<file path="src/hw/rtl/lsms_pkg.sv">
// ----------------------------------------------------------------------------
// lsms_pkg
// Shared widths, opcodes, reset values and types of the LED and switch
// matrix scanner.
// ----------------------------------------------------------------------------
package lsms_pkg;

   localparam int ROW_BITS    = 3;
   localparam int TICK_BITS   = 16;
   localparam int OPCODE_BITS = 2;
   localparam int READ_BITS   = 36;
   localparam int LEVEL_BITS  = 18;
   localparam int BLANK_BITS  = 15;
   localparam int SETTLE_BITS = 13;

   localparam logic [OPCODE_BITS-1:0] OP_TICK     = 2'd0;
   localparam logic [OPCODE_BITS-1:0] OP_WRITE    = 2'd1;
   localparam logic [OPCODE_BITS-1:0] OP_READ_ROW = 2'd2;
   localparam logic [OPCODE_BITS-1:0] OP_READ_REG = 2'd3;

   localparam logic [TICK_BITS-1:0]   LIT_TICKS_RESET    = 16'd50;
   localparam logic [BLANK_BITS-1:0]  BLANK_TICKS_RESET  = 15'(LIT_TICKS_RESET / 2);
   localparam logic [SETTLE_BITS-1:0] SETTLE_TICKS_RESET = 13'(LIT_TICKS_RESET / 10);

   // x / 10 == (x * 0xCCCD) >> 19 for every 16-bit x
   localparam logic [16:0] DIV10_MUL   = 17'h0CCCD;
   localparam int          DIV10_SHIFT = 19;

   typedef struct packed {
      logic [ROW_BITS-1:0] row_address;
      logic                led_enable;
      logic                columns_drive;
      logic                latch_row;
      logic                sample_switch;
   } scan_info_type;

endpackage

</file>
<file path="src/hw/rtl/lsms_req_if.sv">
// ----------------------------------------------------------------------------
// lsms_req_if
// Request channel: tick, masked LED row write and switch reads.
// ----------------------------------------------------------------------------
interface lsms_req_if #(
   parameter int COLUMNS = 18
);
   logic                                valid;
   logic                                ready;
   logic [lsms_pkg::OPCODE_BITS-1:0]    opcode;
   logic [lsms_pkg::ROW_BITS-1:0]       row_index;
   logic [COLUMNS-1:0]                  write_data;
   logic [COLUMNS-1:0]                  write_mask;
   logic [COLUMNS-1:0]                  column_sense;

   modport source (output valid, opcode, row_index, write_data, write_mask, column_sense,
                   input ready);
   modport sink   (input valid, opcode, row_index, write_data, write_mask, column_sense,
                   output ready);
endinterface

</file>
<file path="src/hw/rtl/lsms_rsp_if.sv">
// ----------------------------------------------------------------------------
// lsms_rsp_if
// Response channel: panel pin state and read data, one per transaction.
// ----------------------------------------------------------------------------
interface lsms_rsp_if #(
   parameter int COLUMNS = 18
);
   logic                               valid;
   logic                               ready;
   logic [lsms_pkg::ROW_BITS-1:0]      row_address;
   logic                               led_enable;
   logic                               columns_drive;
   logic [COLUMNS-1:0]                 column_level;
   logic [lsms_pkg::READ_BITS-1:0]     read_data;

   modport source (output valid, row_address, led_enable, columns_drive, column_level,
                   read_data, input ready);
   modport sink   (input valid, row_address, led_enable, columns_drive, column_level,
                   read_data, output ready);
endinterface

</file>
<file path="src/hw/rtl/lsms_csr_if.sv">
// ----------------------------------------------------------------------------
// lsms_csr_if
// Configuration write channel for lit_ticks.
// ----------------------------------------------------------------------------
interface lsms_csr_if;
   logic                             valid;
   logic                             ready;
   logic [lsms_pkg::TICK_BITS-1:0]   lit_ticks;

   modport source (output valid, lit_ticks, input ready);
   modport sink   (input valid, lit_ticks, output ready);
endinterface

</file>
<file path="src/hw/rtl/lsms_row_mem.sv">
// ----------------------------------------------------------------------------
// lsms_row_mem
// Row memory, one write and one registered read port, per-entry valid bits
// for the reset value and write-to-read forwarding on a same-entry collision.
// ----------------------------------------------------------------------------
module lsms_row_mem #(
   parameter int               DEPTH       = 8,
   parameter int               WIDTH       = 18,
   parameter int               AW          = 3,
   parameter logic [WIDTH-1:0] RESET_VALUE = '0
) (
   input  logic             clock,
   input  logic             reset,
   input  logic             rd_en,
   input  logic [AW-1:0]    rd_addr,
   output logic [WIDTH-1:0] rd_data,
   input  logic             wr_en,
   input  logic [AW-1:0]    wr_addr,
   input  logic [WIDTH-1:0] wr_data
);

   logic [WIDTH-1:0] mem_ff [DEPTH];
   logic [DEPTH-1:0] valid_ff;
   logic [WIDTH-1:0] rdata_ff;
   logic             rvalid_ff;
   logic [WIDTH-1:0] byp_data_ff;
   logic             byp_hit_ff;

   always_ff @(posedge clock) begin
      if (wr_en) begin
         mem_ff[wr_addr] <= wr_data;
      end
      if (rd_en) begin
         rdata_ff    <= mem_ff[rd_addr];
         rvalid_ff   <= valid_ff[rd_addr];
         byp_data_ff <= wr_data;
      end
   end

   always_ff @(posedge clock) begin
      if (reset) begin
         valid_ff   <= '0;
         byp_hit_ff <= 1'b0;
      end else begin
         if (wr_en) begin
            valid_ff[wr_addr] <= 1'b1;
         end
         if (rd_en) begin
            byp_hit_ff <= wr_en && (wr_addr == rd_addr);
         end
      end
   end

   assign rd_data = byp_hit_ff ? byp_data_ff : (rvalid_ff ? rdata_ff : RESET_VALUE);

`ifndef NO_ASSERTIONS
   a_forward: assert property (@(posedge clock) disable iff (reset)
      (rd_en && wr_en && (rd_addr == wr_addr)) |=> (rd_data == $past(wr_data)))
      else $error("same-entry write not forwarded to read");
`endif

endmodule

</file>
<file path="src/hw/rtl/lsms_scan_ctrl.sv">
// ----------------------------------------------------------------------------
// lsms_scan_ctrl
// Scan sequencer: lit, blank and switch phases, row and tick counters, and
// the lit_ticks register with its derived blank and settle lengths.
// ----------------------------------------------------------------------------
module lsms_scan_ctrl #(
   parameter int LED_ROWS    = 7,
   parameter int SWITCH_ROWS = 5
) (
   input  logic                           clock,
   input  logic                           reset,
   input  logic                           cfg_wr,
   input  logic [lsms_pkg::TICK_BITS-1:0] cfg_data,
   input  logic                           advance,
   output lsms_pkg::scan_info_type        info
);

   localparam logic [1:0] PH_LIT    = 2'd0;
   localparam logic [1:0] PH_BLANK  = 2'd1;
   localparam logic [1:0] PH_SWITCH = 2'd2;

   localparam int TB = lsms_pkg::TICK_BITS;

   logic [1:0]                         phase_ff, phase_in;
   logic [lsms_pkg::ROW_BITS-1:0]      row_ff, row_in;
   logic [TB-1:0]                      count_ff, count_in;
   logic [TB-1:0]                      lit_len_ff;
   logic [lsms_pkg::BLANK_BITS-1:0]    blank_ff;
   logic [lsms_pkg::SETTLE_BITS-1:0]   settle_ff;

   logic [32:0]                        cfg_prod;
   logic [TB:0]                        count_inc;
   logic [lsms_pkg::ROW_BITS-1:0]      row_inc;
   logic                               led_last;
   logic                               sw_last;
   logic                               settled;

   assign cfg_prod  = {17'd0, cfg_data} * {16'd0, lsms_pkg::DIV10_MUL};
   assign count_inc = {1'b0, count_ff} + 17'd1;
   assign row_inc   = row_ff + 3'd1;
   assign led_last  = ({1'b0, row_inc} >= 4'(LED_ROWS)) || (row_inc == 3'd0);
   assign sw_last   = ({1'b0, row_inc} >= 4'(SWITCH_ROWS)) || (row_inc == 3'd0);
   assign settled   = count_ff >= TB'(settle_ff);

   always_comb begin
      phase_in = phase_ff;
      row_in   = row_ff;
      count_in = count_ff;
      case (phase_ff)
         PH_LIT: begin
            if (count_inc >= {1'b0, lit_len_ff}) begin
               count_in = '0;
               if (blank_ff != '0) begin
                  phase_in = PH_BLANK;
               end else begin
                  phase_in = led_last ? PH_SWITCH : PH_LIT;
                  row_in   = led_last ? 3'd0 : row_inc;
               end
            end else begin
               count_in = count_inc[TB-1:0];
            end
         end
         PH_BLANK: begin
            if (count_inc >= (TB+1)'(blank_ff)) begin
               count_in = '0;
               phase_in = led_last ? PH_SWITCH : PH_LIT;
               row_in   = led_last ? 3'd0 : row_inc;
            end else begin
               count_in = count_inc[TB-1:0];
            end
         end
         PH_SWITCH: begin
            if (settled) begin
               count_in = '0;
               row_in   = sw_last ? 3'd0 : row_inc;
               phase_in = sw_last ? PH_LIT : PH_SWITCH;
            end else begin
               count_in = count_inc[TB-1:0];
            end
         end
         default: begin
            phase_in = PH_LIT;
            row_in   = '0;
            count_in = '0;
         end
      endcase
   end

   always_ff @(posedge clock) begin
      if (reset) begin
         phase_ff   <= PH_LIT;
         row_ff     <= '0;
         count_ff   <= '0;
         lit_len_ff <= lsms_pkg::LIT_TICKS_RESET;
         blank_ff   <= lsms_pkg::BLANK_TICKS_RESET;
         settle_ff  <= lsms_pkg::SETTLE_TICKS_RESET;
      end else begin
         if (advance) begin
            phase_ff <= phase_in;
            row_ff   <= row_in;
            count_ff <= count_in;
         end
         if (cfg_wr) begin
            lit_len_ff <= (cfg_data == '0) ? TB'(1) : cfg_data;
            blank_ff   <= cfg_data[TB-1:1];
            settle_ff  <= cfg_prod[lsms_pkg::DIV10_SHIFT +: lsms_pkg::SETTLE_BITS];
         end
      end
   end

   always_comb begin
      info.row_address   = row_ff;
      info.led_enable    = (phase_ff == PH_LIT);
      info.columns_drive = (phase_ff == PH_LIT) || (phase_ff == PH_BLANK);
      info.latch_row     = (phase_ff == PH_LIT) && (count_ff == '0) &&
                           ({1'b0, row_ff} < 4'(LED_ROWS));
      info.sample_switch = (phase_ff == PH_SWITCH) && settled &&
                           ({1'b0, row_ff} < 4'(SWITCH_ROWS));
   end

`ifndef NO_ASSERTIONS
   a_switch_row: assert property (@(posedge clock) disable iff (reset)
      (phase_ff == PH_SWITCH) |-> ({1'b0, row_ff} < 4'(SWITCH_ROWS)))
      else $error("switch phase on missing row");
   a_led_row: assert property (@(posedge clock) disable iff (reset)
      ((phase_ff == PH_LIT) || (phase_ff == PH_BLANK)) |-> ({1'b0, row_ff} < 4'(LED_ROWS)))
      else $error("LED phase on missing row");
   a_phase_count: assert property (@(posedge clock) disable iff (reset)
      (phase_ff != $past(phase_ff)) |-> (count_ff == '0))
      else $error("phase change without tick count clear");
`endif

endmodule

</file>
<file path="src/hw/rtl/led_switch_matrix_scanner.sv">
// ----------------------------------------------------------------------------
// led_switch_matrix_scanner
// Pipeline: stage register and LED row read at acceptance; response register
// and masked LED row write at commit, forwarded. Throughput: one transaction
// per cycle unless the response stalls, set by that read-modify-write.
// Reset: synchronous; LED rows read zero and switch rows all ones through
// per-entry valid bits, no clearing pass; lit_ticks returns to 50.
// ----------------------------------------------------------------------------
module led_switch_matrix_scanner #(
   parameter int LED_ROWS    = 7,
   parameter int SWITCH_ROWS = 5,
   parameter int COLUMNS     = 18
) (
   input  logic         clock,
   input  logic         reset,
   lsms_req_if.sink     req_bus,
   lsms_rsp_if.source   rsp_bus,
   lsms_csr_if.sink     csr_bus
);

   localparam int LED_AW = (LED_ROWS > 1) ? $clog2(LED_ROWS) : 1;
   localparam int SW_AW  = (SWITCH_ROWS > 1) ? $clog2(SWITCH_ROWS) : 1;
   localparam int RB     = lsms_pkg::ROW_BITS;

   typedef struct packed {
      logic [lsms_pkg::OPCODE_BITS-1:0] opcode;
      logic [RB-1:0]                    row_index;
      logic [COLUMNS-1:0]               write_data;
      logic [COLUMNS-1:0]               write_mask;
      logic [RB-1:0]                    row_address;
      logic                             led_enable;
      logic                             columns_drive;
      logic                             latch_row;
   } stage_type;

   lsms_pkg::scan_info_type info;

   logic                       accept;
   logic                       commit;
   logic                       is_tick;
   logic                       is_write;
   logic                       is_read;

   stage_type                  s1_ff, s1_in;
   logic                       s1_valid_ff, s1_valid_in;
   logic [COLUMNS-1:0]         latched_ff, latched_in;

   logic                       led_rd_en;
   logic [LED_AW-1:0]          led_rd_addr;
   logic [COLUMNS-1:0]         led_old;
   logic                       led_wr_en;
   logic [COLUMNS-1:0]         led_wr_data;

   logic                       sw_rd_en;
   logic [SW_AW-1:0]           sw_lo_addr;
   logic [COLUMNS-1:0]         sw_lo;
   logic [COLUMNS-1:0]         sw_hi;
   logic                       sw_wr_en;

   logic [COLUMNS-1:0]         level_val;
   logic [COLUMNS-1:0]         level_out;
   logic [63:0]                pair_wide;
   logic [lsms_pkg::READ_BITS-1:0] read_out;

   logic                       rsp_valid_ff, rsp_valid_in;
   logic [RB-1:0]              rsp_row_ff;
   logic                       rsp_led_en_ff;
   logic                       rsp_drive_ff;
   logic [COLUMNS-1:0]         rsp_level_ff;
   logic [lsms_pkg::READ_BITS-1:0] rsp_read_ff;

   assign commit          = s1_valid_ff && (!rsp_valid_ff || rsp_bus.ready);
   assign req_bus.ready   = !s1_valid_ff || commit;
   assign accept          = req_bus.valid && req_bus.ready;
   assign csr_bus.ready   = 1'b1;

   assign is_tick  = (req_bus.opcode == lsms_pkg::OP_TICK);
   assign is_write = (req_bus.opcode == lsms_pkg::OP_WRITE);
   assign is_read  = (req_bus.opcode == lsms_pkg::OP_READ_ROW) ||
                     (req_bus.opcode == lsms_pkg::OP_READ_REG);

   lsms_scan_ctrl #(
      .LED_ROWS    (LED_ROWS),
      .SWITCH_ROWS (SWITCH_ROWS)
   ) u_scan (
      .clock    (clock),
      .reset    (reset),
      .cfg_wr   (csr_bus.valid),
      .cfg_data (csr_bus.lit_ticks),
      .advance  (accept && is_tick),
      .info     (info)
   );

   // LED rows: read at acceptance, masked write-back when the stage commits
   assign led_rd_en   = accept && (is_write || (is_tick && info.latch_row));
   assign led_rd_addr = is_write ? req_bus.row_index[LED_AW-1:0]
                                 : info.row_address[LED_AW-1:0];
   assign led_wr_en   = commit && (s1_ff.opcode == lsms_pkg::OP_WRITE) &&
                        ({1'b0, s1_ff.row_index} < 4'(LED_ROWS));
   assign led_wr_data = (led_old & ~s1_ff.write_mask) | (s1_ff.write_data & s1_ff.write_mask);

   lsms_row_mem #(
      .DEPTH       (LED_ROWS),
      .WIDTH       (COLUMNS),
      .AW          (LED_AW),
      .RESET_VALUE ('0)
   ) u_led_mem (
      .clock   (clock),
      .reset   (reset),
      .rd_en   (led_rd_en),
      .rd_addr (led_rd_addr),
      .rd_data (led_old),
      .wr_en   (led_wr_en),
      .wr_addr (s1_ff.row_index[LED_AW-1:0]),
      .wr_data (led_wr_data)
   );

   // Switch rows: two copies give the second read port of the register read
   assign sw_wr_en   = accept && is_tick && info.sample_switch;
   assign sw_rd_en   = accept && is_read;
   assign sw_lo_addr = (req_bus.opcode == lsms_pkg::OP_READ_REG) ? SW_AW'(0)
                                                                : req_bus.row_index[SW_AW-1:0];

   lsms_row_mem #(
      .DEPTH       (SWITCH_ROWS),
      .WIDTH       (COLUMNS),
      .AW          (SW_AW),
      .RESET_VALUE ('1)
   ) u_sw_mem_lo (
      .clock   (clock),
      .reset   (reset),
      .rd_en   (sw_rd_en),
      .rd_addr (sw_lo_addr),
      .rd_data (sw_lo),
      .wr_en   (sw_wr_en),
      .wr_addr (info.row_address[SW_AW-1:0]),
      .wr_data (req_bus.column_sense)
   );

   lsms_row_mem #(
      .DEPTH       (SWITCH_ROWS),
      .WIDTH       (COLUMNS),
      .AW          (SW_AW),
      .RESET_VALUE ('1)
   ) u_sw_mem_hi (
      .clock   (clock),
      .reset   (reset),
      .rd_en   (sw_rd_en),
      .rd_addr (SW_AW'(1)),
      .rd_data (sw_hi),
      .wr_en   (sw_wr_en),
      .wr_addr (info.row_address[SW_AW-1:0]),
      .wr_data (req_bus.column_sense)
   );

   always_comb begin
      s1_in.opcode        = req_bus.opcode;
      s1_in.row_index     = req_bus.row_index;
      s1_in.write_data    = req_bus.write_data;
      s1_in.write_mask    = req_bus.write_mask;
      s1_in.row_address   = info.row_address;
      s1_in.led_enable    = info.led_enable;
      s1_in.columns_drive = info.columns_drive;
      s1_in.latch_row     = is_tick && info.latch_row;
      s1_valid_in         = accept ? 1'b1 : (commit ? 1'b0 : s1_valid_ff);
   end

   assign level_val  = s1_ff.latch_row ? led_old : latched_ff;
   assign latched_in = commit ? level_val : latched_ff;

   always_comb begin
      for (int i = 0; i < COLUMNS; i++) begin
         level_out[i] = s1_ff.columns_drive && (i < lsms_pkg::LEVEL_BITS) && !level_val[i];
      end
   end

   always_comb begin
      pair_wide = '0;
      read_out  = '0;
      case (s1_ff.opcode)
         lsms_pkg::OP_READ_ROW: begin
            if ({1'b0, s1_ff.row_index} < 4'(SWITCH_ROWS)) begin
               pair_wide = {{(64-COLUMNS){1'b0}}, ~sw_lo};
            end
         end
         lsms_pkg::OP_READ_REG: begin
            pair_wide = {{(64-COLUMNS){1'b0}}, ~sw_lo};
            if (SWITCH_ROWS > 1) begin
               pair_wide = pair_wide | ({{(64-COLUMNS){1'b0}}, ~sw_hi} << COLUMNS);
            end
         end
         default: begin
            pair_wide = '0;
         end
      endcase
      read_out = pair_wide[lsms_pkg::READ_BITS-1:0];
   end

   assign rsp_valid_in = commit ? 1'b1 : (rsp_bus.ready ? 1'b0 : rsp_valid_ff);

   always_ff @(posedge clock) begin
      if (reset) begin
         s1_valid_ff  <= 1'b0;
         rsp_valid_ff <= 1'b0;
         latched_ff   <= '0;
      end else begin
         s1_valid_ff  <= s1_valid_in;
         rsp_valid_ff <= rsp_valid_in;
         latched_ff   <= latched_in;
      end
   end

   always_ff @(posedge clock) begin
      if (accept) begin
         s1_ff <= s1_in;
      end
      if (commit) begin
         rsp_row_ff    <= s1_ff.row_address;
         rsp_led_en_ff <= s1_ff.led_enable;
         rsp_drive_ff  <= s1_ff.columns_drive;
         rsp_level_ff  <= level_out;
         rsp_read_ff   <= read_out;
      end
   end

   assign rsp_bus.valid         = rsp_valid_ff;
   assign rsp_bus.row_address   = rsp_row_ff;
   assign rsp_bus.led_enable    = rsp_led_en_ff;
   assign rsp_bus.columns_drive = rsp_drive_ff;
   assign rsp_bus.column_level  = rsp_level_ff;
   assign rsp_bus.read_data     = rsp_read_ff;

`ifndef NO_ASSERTIONS
   a_full_stall: assert property (@(posedge clock) disable iff (reset)
      (s1_valid_ff && rsp_valid_ff && !rsp_bus.ready) |-> !req_bus.ready)
      else $error("transaction accepted into a blocked pipeline");
   a_commit_out: assert property (@(posedge clock) disable iff (reset)
      commit |=> rsp_valid_ff)
      else $error("committed transaction missing from response register");
`endif

endmodule

</file>
<file path="src/flat_wrapper.sv">
// flat-port wrapper written by rule: the top's interface ports become plain ports
module led_switch_matrix_scanner_flat 
#(
   parameter int LED_ROWS    = 7,
   parameter int SWITCH_ROWS = 5,
   parameter int COLUMNS     = 18
)
  (clock, reset, req_bus_valid, req_bus_opcode, req_bus_row_index, req_bus_write_data, req_bus_write_mask, req_bus_column_sense, req_bus_ready, rsp_bus_valid, rsp_bus_row_address, rsp_bus_led_enable, rsp_bus_columns_drive, rsp_bus_column_level, rsp_bus_read_data, rsp_bus_ready, csr_bus_valid, csr_bus_lit_ticks, csr_bus_ready);
  lsms_req_if #(.COLUMNS(COLUMNS)) req_bus_i ();
  lsms_rsp_if #(.COLUMNS(COLUMNS)) rsp_bus_i ();
  lsms_csr_if csr_bus_i ();
  input  logic clock;
  input  logic reset;
  input wire logic [$bits(req_bus_i.valid)-1:0] req_bus_valid;
  input wire logic [$bits(req_bus_i.opcode)-1:0] req_bus_opcode;
  input wire logic [$bits(req_bus_i.row_index)-1:0] req_bus_row_index;
  input wire logic [$bits(req_bus_i.write_data)-1:0] req_bus_write_data;
  input wire logic [$bits(req_bus_i.write_mask)-1:0] req_bus_write_mask;
  input wire logic [$bits(req_bus_i.column_sense)-1:0] req_bus_column_sense;
  output wire logic [$bits(req_bus_i.ready)-1:0] req_bus_ready;
  output wire logic [$bits(rsp_bus_i.valid)-1:0] rsp_bus_valid;
  output wire logic [$bits(rsp_bus_i.row_address)-1:0] rsp_bus_row_address;
  output wire logic [$bits(rsp_bus_i.led_enable)-1:0] rsp_bus_led_enable;
  output wire logic [$bits(rsp_bus_i.columns_drive)-1:0] rsp_bus_columns_drive;
  output wire logic [$bits(rsp_bus_i.column_level)-1:0] rsp_bus_column_level;
  output wire logic [$bits(rsp_bus_i.read_data)-1:0] rsp_bus_read_data;
  input wire logic [$bits(rsp_bus_i.ready)-1:0] rsp_bus_ready;
  input wire logic [$bits(csr_bus_i.valid)-1:0] csr_bus_valid;
  input wire logic [$bits(csr_bus_i.lit_ticks)-1:0] csr_bus_lit_ticks;
  output wire logic [$bits(csr_bus_i.ready)-1:0] csr_bus_ready;
  assign req_bus_i.valid = req_bus_valid;
  assign req_bus_i.opcode = req_bus_opcode;
  assign req_bus_i.row_index = req_bus_row_index;
  assign req_bus_i.write_data = req_bus_write_data;
  assign req_bus_i.write_mask = req_bus_write_mask;
  assign req_bus_i.column_sense = req_bus_column_sense;
  assign req_bus_ready = req_bus_i.ready;
  assign rsp_bus_valid = rsp_bus_i.valid;
  assign rsp_bus_row_address = rsp_bus_i.row_address;
  assign rsp_bus_led_enable = rsp_bus_i.led_enable;
  assign rsp_bus_columns_drive = rsp_bus_i.columns_drive;
  assign rsp_bus_column_level = rsp_bus_i.column_level;
  assign rsp_bus_read_data = rsp_bus_i.read_data;
  assign rsp_bus_i.ready = rsp_bus_ready;
  assign csr_bus_i.valid = csr_bus_valid;
  assign csr_bus_i.lit_ticks = csr_bus_lit_ticks;
  assign csr_bus_ready = csr_bus_i.ready;
  led_switch_matrix_scanner #(.LED_ROWS(LED_ROWS), .SWITCH_ROWS(SWITCH_ROWS), .COLUMNS(COLUMNS)) u_core (.clock(clock), .reset(reset), .req_bus(req_bus_i), .rsp_bus(rsp_bus_i), .csr_bus(csr_bus_i));
endmodule
</file>
<file path="config.mk">
export PLATFORM = sky130hd
export DESIGN_NAME = led_switch_matrix_scanner_flat
export DESIGN_NICKNAME = d
export VERILOG_FILES = /design/src/hw/rtl/lsms_pkg.sv /design/src/hw/rtl/lsms_req_if.sv /design/src/hw/rtl/lsms_rsp_if.sv /design/src/hw/rtl/lsms_csr_if.sv /design/src/hw/rtl/lsms_row_mem.sv /design/src/hw/rtl/lsms_scan_ctrl.sv /design/src/hw/rtl/led_switch_matrix_scanner.sv /design/src/flat_wrapper.sv
export SDC_FILE = /design/constraint.sdc
export NUM_CORES = 1
export LEC_CHECK = 0
export ABC_AREA = 1
export BUFFER_PORTS_ARGS = -buffer_cell sky130_fd_sc_hd__buf_4
export CAP_MARGIN = 10
export CORE_MARGIN = 3
export CORE_UTILIZATION = 40
export CTS_BUF_LIST = sky130_fd_sc_hd__clkbuf_4 sky130_fd_sc_hd__clkbuf_8 sky130_fd_sc_hd__clkbuf_16
export CTS_CLUSTER_SIZE = 10
export DETAILED_ROUTE_END_ITERATION = 8
export SETUP_SLACK_MARGIN = 0.5
export SKIP_LAST_GASP = 1
export SYNTH_ARGS = -nofsm -noshare
export SYNTH_HDL_FRONTEND = slang
export SYNTH_SLANG_ARGS = --single-unit
</file>
<file path="constraint.sdc">
create_clock -name clock -period 5.6 [get_ports clock]
set_clock_uncertainty 0.15 [all_clocks]
set_input_delay 0 -clock clock [delete_from_list [all_inputs] [get_ports clock]]
set_output_delay 0 -clock clock [all_outputs]
set_load 0.02 [all_outputs]
</file>
Yosys cells after proc, flatten, opt, wreduce, memory -nomap -nowiden
Memory sizes are Yosys's and may differ from the RTL's. A register that Yosys moved wholly into a read port is not among the register bits.
Index checks and enable logic that the tools add are counted.

storage, ports and cells
  bits in registers = 250
  memory bits (writable) = 306
  logic and storage cells = 198
  memories kept = 3

memories
  memory                     depth  bits a word  rd ports  clocked after memory_dff  wr ports  line                source
  u_core.u_led_mem.mem_ff    7      18           1         1                         1         lsms_row_mem.sv:22  logic [WIDTH-1:0] mem_ff [DEPTH];
  u_core.u_sw_mem_hi.mem_ff  5      18           1         1                         1         lsms_row_mem.sv:22
  u_core.u_sw_mem_lo.mem_ff  5      18           1         1                         1         lsms_row_mem.sv:22

operators by class
  add/subtract/negate cells = 2
  multiply operators = 1
  order comparisons = 15
  equal/unequal tests = 15
  muxes and demuxes = 46
  bitwise operators = 10
  reduce and logical (&&, ||, !) cells = 73

operator list
  cell                    count
  $mux 18                 8
  $pmux 36 s2             1
  $mux 16                 4
  $not 18->18             3
  $pmux 16 s3             1
  $and 18x18->18          2
  $logic_and 1x1->1       36
  $or 18x36->36           1
  $logic_not 16->1        2
  $mul 16x16->32 const B  1
  $mux 3                  8
  $logic_not 1->1         20
  $or 18x18->18           1
  $add 16x1->17 const B   1
  $ge 17x15->1            1
  $ge 17x16->1            1
  $ge 16x13->1            1
  $lt 3x4->1 const B      4
  $reduce_bool 15->1      1
  $lt 3x3->1 const B      4
  $mux 1                  12
  $mux 2                  6
  $eq 2x2->1 const B      5
  $or 5x5->5              2
  other kinds (18)        36

Longest topological paths before layout
Gate-level depths: netlist of the first run.

  depth after elaboration = 9
  depth in mapped cells = 25

Hierarchy
Synthesis of the first run repeated with hierarchy kept, for this count alone.

second synthesis, totals
  cell total of the unflattened synthesis = 3152
  area total of the unflattened synthesis = 31931.9 sq um

by module, submodules not included
  module                             instances  cells each  area an instance (sq um)
  lsms_scan_ctrl                     1          1279        9675.5
  lsms_row_mem (u_core.u_led_mem)    1          556         6890.4
  lsms_row_mem (u_core.u_sw_mem_lo)  1          441         5228.8
  lsms_row_mem (u_core.u_sw_mem_hi)  1          441         5226.3
  led_switch_matrix_scanner          1          435         4911.0

Worst setup path before layout of the first run
No wires, ideal clock.

  path kind = input-to-reg
  start point = input port csr_bus_lit_ticks[6]
  end point = register u_core.u_scan.settle_ff[7] in the netlist's numbering
  setup time = 0.056 ns
  arrival = 4.471 ns
  data required time = 5.394 ns
  slack = 0.923 ns
  stages on the path = 21
  cell sequence = inv_1 -> ha_1 -> inv_1 -> fa_1 -> inv_1 -> fa_1 -> fa_1 -> fa_1 -> inv_1 -> fa_1 -> inv_1 -> ha_1 -> nand2_1 -> nor4_1 -> nand3_1 -> nand3_1 -> nand2_1 -> a21o_1 -> nand3_1 -> nand2_1 -> inv_1

on the way
  longest elaborated chain between the ends = 1

ends and longest elaborated chain
  what                  line                   source
  from (decl)           flat_wrapper.sv:29     input wire logic [$bits(csr_bus_i.lit_ticks)-1:0] csr_bus_lit_ticks;
  $mul 16x16->32        lsms_scan_ctrl.sv:38   assign cfg_prod = {17'd0, cfg_data} * {16'd0, lsms_pkg::DIV10_MUL};
  to (signal assigned)  lsms_scan_ctrl.sv:96   settle_ff <= lsms_pkg::SETTLE_TICKS_RESET;
  to (signal assigned)  lsms_scan_ctrl.sv:106  settle_ff <= cfg_prod[lsms_pkg::DIV10_SHIFT +: lsms_pkg::SETTLE_BITS];
  to (decl)             lsms_scan_ctrl.sv:29   logic [lsms_pkg::SETTLE_BITS-1:0] settle_ff;

No other way between the ends.
A chain may end at the register's enable or synchronous reset.

Worst setup path after layout of the first run
  start point = input port csr_bus_lit_ticks[9]
  end point = register u_core.u_scan.settle_ff[2] in the netlist's numbering

Same word-level chain as after synthesis.

==> results.py, run 1 <==
metrics = {
    "outcome": {
        "status": "finished, final reports clean",
    },
    "global_route": {
        "grt_start_max_net_pins": 80,
        "grt_usage": 0.2054,
        "grt_pass1_vias": 19480,
        "grt_pass1_wl_mm": 112.5,
        "grt_antenna_before_repair": 3,
        "grt_remaining_overflow": 0,
    },
    "power_and_ir_drop": {
        "intPower_mw": 8.203,
        "pwr-share-seq": 0.343,
        "ir_drop_mv": 0.4592,
        "combPwrFrac": 0.363,
        "leakagePower_nw": 13.40,
        "pwr-share-clk": 0.294,
        "switching_share": 0.3564,
        "power.density_nw_per_um2": 395.1,
        "p_sw_mw": 4.542,
    },
    "clocking": {
        "cts_root_buf": "clkbuf_16",
        "clk_path_buf_depth": 3,
        "cts_htree_levels": 2,
        "clock_latency_ns": 0.62,
        "cts_sinks": 516,
        "path_clk_slew_ns": 0.06,
        "cts_buffers": 60,
        "cts_tree": "yes",
    },
    "critical_path": {
        "timing.rr.end": "u_core.u_scan.count_ff[13]",
        "crit_fanout": 7,
        "cp.required_ns": 5.95,
        "endpoint": "u_core.u_scan.settle_ff[2]",
        "crit_path_start_kind": "input pin",
        "ff2ff_setup_slack_ns": 1.51,
        "crit_type": "in -> reg",
        "r2r_start": "u_core.u_scan.count_ff[0]",
        "reg2reg_depth": 17,
        "endpoint_kind": "flop",
        "arrival_ns": 5.27,
        "cp-startpoint": "csr_bus_lit_ticks[9]",
    },
    "timing": {
        "worst_slack_ns": 0.6844,
        "hold_viol": 0,
        "setup_viol": 0,
        "slew_violations": 0,
        "fin_crit_sh": 0.8778,
        "worst_slew_pin_slew_ns": 0.9933,
        "slew_headroom": 0.3362,
        "rsz0062_at_grt": "yes",
        "setup_tns_ns": 0,
        "period_needed_ns": 4.916,
        "fmax_mhz": 203.4,
    },
    "finish": {
        "syn_to_final_growth_pct": 20.83,
        "nets": 3175,
        "drive_gt1_frac": 0.1331,
        "multiInputGateArea_um2": 10590,
        "register_area_um2": 14480,
        "nFillCells": 5867,
    },
    "yosys": {
        "synth-seq-cells": 516,
        "synth_edf_count": 415,
        "synth_top_cell_by_area": "edfxtp_1",
        "ys_seq_area_frac": 0.5425,
        "synth_area_leaders": "edfxtp_1 47%, ha_1 8.9%, dfxtp_1 7.6%",
        "synth_nets": 2890,
        "netlist.area_leader.share": 0.4668,
        "synthCells": 2542,
        "avgSynthCellArea_um2": 10.50,
        "ys_async_sr_fraction": 0,
        "synth_area_um2": 26700,
        "ys_warn_count": 0,
        "ys.flop_type": "edfxtp_1",
        "synth.distinct_cells": 56,
    },
    "floorplan": {
        "die_area_um2": 69880,
        "rows": 94,
        "core_area_um2": 65980,
        "ioPinCount": 142,
        "die_w_um": 264.3,
        "start_util": 0.4046,
        "die_h_um": 264.3,
    },
    "routing": {
        "num_vias": 19200,
        "drc": 0,
        "wl_per_cell_um": 19.32,
        "drtIter0Drc": 1466,
        "wl_mm": 72.06,
        "viasPerCell": 5.148,
        "drtAntennaViolNets": 0,
        "drt_first_pass_iters": 5,
    },
    "place": {
        "hpwl_mm": 48.93,
        "numPortBuffers": 140,
        "place_congestion": 0.8539,
        "dp_worst_setup_slack_ns": 0.2188,
    },
    "run": {
        "cap_violations": 0,
    },
    "min_path": {
        "hp-class": "in -> reg",
    },
}
[synthesized netlist by cell type (19+ instances only)]
cell type / number
edfxtp_1: 415
inv_1: 380
nand2_1: 282
nor2_1: 278
ha_1: 189
o21ai_0: 168
a21oi_1: 153
dfxtp_1: 101
fa_1: 79
nand3_1: 77
clkbuf_1: 72
a31oi_1: 46
o21bai_1: 43
a211oi_1: 37
nand4_1: 25
nor3_1: 20
or2_2: 19
[state kept, by name (all words and copies together) (netlist names), 7 cells and up]
register / flops
u_core.latched_ff: 18
u_core.rsp_bus.column_level: 18
u_core.rsp_bus.read_data: 36
u_core.s1_ff: 47
u_core.u_led_mem.byp_data_ff: 18
u_core.u_led_mem.mem_ff: 126
u_core.u_led_mem.rdata_ff: 18
u_core.u_led_mem.valid_ff: 7
u_core.u_scan.blank_ff: 15
u_core.u_scan.count_ff: 16
u_core.u_scan.lit_len_ff: 16
u_core.u_scan.settle_ff: 13
u_core.u_sw_mem_hi.rdata_ff: 18
u_core.u_sw_mem_lo.byp_data_ff: 18
u_core.u_sw_mem_lo.mem_ff: 90
u_core.u_sw_mem_lo.rdata_ff: 18
[cell families (layout without fill, tap and decap cells)]
| logic type | count (synthesis) | count (layout) | synth area share |
|---|---|---|---|
| compound gates | 501 | 501 | 0.1083 |
| mux | 18 | 18 | 0.007592 |
| fa+ha+maj | 268 | 268 | 0.1478 |
| flops | 516 | 516 | 0.5425 |
| other cells | 1 | 3 | 0.0001405 |
| buf+inv | 483 | 804 | 0.06889 |
| xor+xnor | 25 | 25 | 0.008483 |
| simple gates | 730 | 730 | 0.1162 |
[worst min-delay path by stage]
stage | start | to | slack [ns] | depth (start not counted)
after global routing | req_bus_column_sense[13] | u_core.u_sw_mem_lo.mem_ff[1][13] | 0.03 | 2
after global placement | req_bus_write_mask[1] | u_core.s1_ff[7] | 0.03 | 1
after detailed placement | req_bus_write_mask[3] | u_core.s1_ff[9] | 0.03 | 1
after floorplan | req_bus_write_mask[4] | u_core.s1_ff[10] | -0.05 | 0
after CTS | req_bus_row_index[1] | u_core.s1_ff[43] | 0.003 | 2
final | req_bus_column_sense[13] | u_core.u_sw_mem_lo.mem_ff[1][13] | 0.05 | 2
[layout by cell type (no fill, tap or decap), types with 5 or more instances in the layout]
cell	instances
a211oi_1	37
o21ai_0	163
nand3_1	76
a21oi_2	8
o21bai_1	43
a21o_1	11
nor3_1	13
mux2_2	18
clkbuf_16	60
nor4_1	7
nand4_1	25
a31oi_1	45
clkbuf_4	28
xor2_1	18
nor2_2	11
inv_2	9
edfxtp_1	415
inv_1	374
xnor2_1	6
o211ai_1	5
fa_1	79
or2_2	19
a21oi_1	145
nand2_1	278
o22ai_1	18
nand2_2	9
dlygate4sd3_1	143
nor2_1	268
clkinv_1	5
ha_1	182
buf_4	172
o21a_1	10
nor3_2	8
dfxtp_1	101
[critical path: stages]
cell	delay (ns)
dlygate4sd3_1	0.54
buf_4	0.18
ha_1	0.38
fa_1	0.54
fa_1	0.56
inv_1	0.06
fa_1	0.53
inv_1	0.06
fa_1	0.48
ha_1	0.30
ha_1	0.39
a21oi_2	0.22
o21ai_1	0.13
o21bai_1	0.19
a21oi_1	0.12
nand2_1	0.12
or2_2	0.29
nand3_1	0.12
nand2_1	0.07
[metrics by stage]
step / hold WS, ns / util / area (µm²) / instances / total power, mW
after CTS: 0.002935 / 0.4858 / 32060 / 3723 / 12.45
after floorplan: -0.05113 / - / 26700 / 2542 / 7.355
after global routing: 0.03319 / 0.4889 / 32260 / 3728 / 13.61
after global placement: 0.02943 / 0.4355 / 28730 / 3482 / 8.579
after detailed placement: 0.02940 / 0.4355 / 28730 / 3482 / 8.591
final: 0.04576 / 0.4889 / 32260 / 3729 / 12.75
[repair_timing]
action	in CTS	in global routing
resized for setup	0	41
buffers inserted	0	4
setup endpoints to repair	0	12
endpoints found under the hold margin	234	0
hold buffers	143	0
[routing by layer]
layer / vias to the layer above / GRT usage / share of wire
met5: - / 0 / 0.00018
met4: 2 / 0.04945 / 0.022
met3: 98 / 0.02720 / 0.046
met2: 431 / 0.3426 / 0.47
met1: 9432 / 0.2865 / 0.46
li1: 9233 / - / -
[layout make-up]
type                       instances  share of cell area
sequential                       516              0.4490
clock buffer                      88             0.05306
antenna                            2           0.0001551
inverter                         390             0.04565
clock inverter                    10            0.005624
timing repair buffer             316             0.08475
tap                              864             0.03351
multi-input combinational       1543              0.3283
[power groups by stage]
| stage | registers (mW) | logic [mW] | clock network [mW] |
|---|---|---|---|
| floorplan | 4.45 | 2.90 | 0 |
| global placement | 4.44 | 4.13 | 0 |
| detailed placement | 4.45 | 4.14 | 0 |
| CTS | 4.37 | 4.25 | 3.83 |
| global route | 4.38 | 5.24 | 3.99 |
| finish | 4.37 | 4.62 | 3.75 |
No activity file was read; power rests on OpenSTA's default activity.
==> inputs of run 2 (changes only) <==
Settings changed: MAX_ROUTING_LAYER from default to met4.
==> results.py, run 2 (synthesis gave the netlist of run 1 again) <==
metrics = {
    "outcome": {
        "status": "finished, final reports clean",
    },
    "timing": {
        "setup_tns_ns": 0,
        "hold_viol": 0,
        "period_needed_ns": 4.884,
        "fin_crit_sh": 0.8722,
        "worst_slew_pin_slew_ns": 1.172,
        "fin_hold_ws_ns": 0.04660,
        "rsz0062_at_grt": "no",
        "setup_viol": 0,
        "slew_headroom": 0.2188,
        "fmax_mhz": 204.7,
        "slew_violations": 0,
    },
    "power_and_ir_drop": {
        "switching_share": 0.3548,
        "combPwrFrac": 0.356,
        "pwr-share-clk": 0.298,
        "pwr-share-seq": 0.347,
        "intPower_mw": 8.130,
        "p_sw_mw": 4.471,
        "ir_drop_mv": 0.4455,
        "power.density_nw_per_um2": 389.9,
        "leakagePower_nw": 13.41,
        "finalPower_mw": 12.60,
    },
    "place": {
        "place_congestion": 0.8776,
        "numPortBuffers": 140,
        "hpwl_mm": 48.74,
        "place_area_um2": 28720,
    },
    "global_route": {
        "grt_remaining_overflow": 0,
        "grt_antenna_before_repair": 4,
        "grt_pass1_wl_mm": 111.1,
        "grt_usage": 0.2090,
        "grt_pass1_vias": 19550,
        "grt_start_max_net_pins": 80,
    },
    "clocking": {
        "cts_sinks": 516,
        "cts_buffers": 60,
        "cts_root_buf": "clkbuf_16",
        "path_clk_slew_ns": 0.06,
        "clock_latency_ns": 0.65,
        "clk_path_buf_depth": 3,
        "cts_tree": "yes",
        "cts_htree_levels": 2,
    },
    "finish": {
        "final_cell_mix": "415 x edfxtp_1, 374 x inv_1, 279 x nand2_1, 270 x nor2_1, 178 x ha_1",
        "largest-register": "u_core.u_led_mem.mem_ff",
        "fin_area_um2": 32320,
        "drive_gt1_frac": 0.1328,
        "nets": 3179,
        "largest_reg_flops": 126,
        "layout.cells.most_common": "edfxtp_1",
        "largestRegisters": "u_core.u_led_mem.mem_ff x126, u_core.u_sw_mem_lo.mem_ff x90, u_core.s1_ff x47",
        "syn_to_final_growth_pct": 21.08,
    },
    "critical_path": {
        "crit_top_cell": "fa_1",
        "crit_cells": 20,
        "arrival_ns": 5.24,
        "crit_family": "adder cells",
        "crit_fanout": 8,
        "slowest_stage": "fa_1",
        "max_stage_delay_ns": 0.57,
        "cp.required_ns": 5.96,
        "reg2reg_depth": 17,
        "crit_path_start_kind": "input pin",
        "worst-path-buf-inv": 4,
        "path_cells": "dlygate4sd3_1 > buf_6 > ha_4 > xor2_1 > ha_1 > fa_1 > fa_1 > fa_1 > inv_1 > fa_1 > inv_1 > ha_1 > a21o_1 > a31oi_2 > o21bai_1 > a21oi_1 > nand2_1 > or2_2 > nand3_1 > nand2_1",
        "crit_type": "in -> reg",
        "endpoint_kind": "flop",
    },
    "routing": {
        "num_vias": 19240,
        "drtAntennaViolNets": 0,
        "viasPerCell": 5.147,
        "drtIter0Drc": 1498,
        "drt_first_pass_iters": 5,
        "wl_mm": 71.65,
        "wl_per_cell_um": 19.17,
        "drc": 0,
    },
    "floorplan": {
        "die_area_um2": 69880,
        "core_area_um2": 65980,
        "die_h_um": 264.3,
        "die_w_um": 264.3,
        "start_util": 0.4046,
        "rows": 94,
        "ioPinCount": 142,
    },
    "run": {
        "cap_violations": 0,
    },
    "min_path": {
        "hp-class": "in -> reg",
        "min_delay_path_depth": 2,
    },
}
[run 2: changes by cell type in the layout (fill, tap and decap cells not counted), sizes merged]
| cell | previous run | this run |
|---|---|---|
| buf | 173 | 171 |
| bufinv | 3 | 1 |
| clkbuf | 88 | 93 |
| clkinvlp | 2 | 3 |
| diode | 2 | 4 |
| dlygate4sd3 | 143 | 149 |
| inv | 385 | 384 |
[run 2: timing repair]
action | 4_1_cts | 5_1_grt
resized for setup | 0 | 40
setup buffers | 0 | 3
hold buffers | 149 | 0
endpoints found under the hold margin | 263 | 0
setup endpoints to repair | 0 | 12
[run 2: final timing paths]
kind	startpoint	endpoint	slack, ns
worst max register to register	u_core.u_scan.count_ff[0]	u_core.u_scan.count_ff[5]	1.58
worst max-delay path	csr_bus_lit_ticks[1]	u_core.u_scan.settle_ff[2]	0.72
worst min-delay path	req_bus_row_index[2]	u_core.s1_ff[44]	0.05
worst min register to register	u_core.s1_ff[4]	u_core.rsp_bus.row_address[1]	0.27
[run 2: routing by layer]
| layer | track usage | vias to the layer above | wire, µm |
|---|---|---|---|
| met2 | 0.3387 | 511 | 33960 |
| met4 | 0.05199 | 0 | 1744 |
| met5 | - | - | 0 |
| met1 | 0.2778 | 9386 | 32090 |
| met3 | 0.03165 | 116 | 3854 |
| li1 | - | 9226 | - |
[run 2: area by class of cell]
| cell class | instances | area (µm²) |
|---|---|---|
| Tap cell | 864 | 1081 |
| Fill cell | 5928 | 33660 |
| Sequential cell | 516 | 14480 |
| Timing Repair Buffer | 320 | 2786 |
| Clock inverter | 8 | 120.1 |
| Multi-Input combinational cell | 1543 | 10590 |
| Antenna cell | 4 | 10.01 |
| Clock buffer | 93 | 1779 |
| Inverter | 390 | 1473 |
[run 2: per-stage QoR]
stage / utilization / worst slack [ns] / instances
after global routing: 0.4899 / 0.4836 / 3738
after floorplan: - / 0.9228 / 2542
after global placement: 0.4353 / 0.3203 / 3481
after CTS: 0.4867 / 0.5381 / 3731
after detailed placement: 0.4353 / 0.2790 / 3481
final: 0.4899 / 0.7156 / 3738
[run 2: power by group through the flow]
stage | registers (mW) | logic (mW) | clock network [mW]
floorplan | 4.45 | 2.90 | 0
global placement | 4.44 | 4.07 | 0
detailed placement | 4.45 | 4.09 | 0
CTS | 4.37 | 4.20 | 3.84
global route | 4.38 | 5.09 | 3.98
finish | 4.37 | 4.48 | 3.75
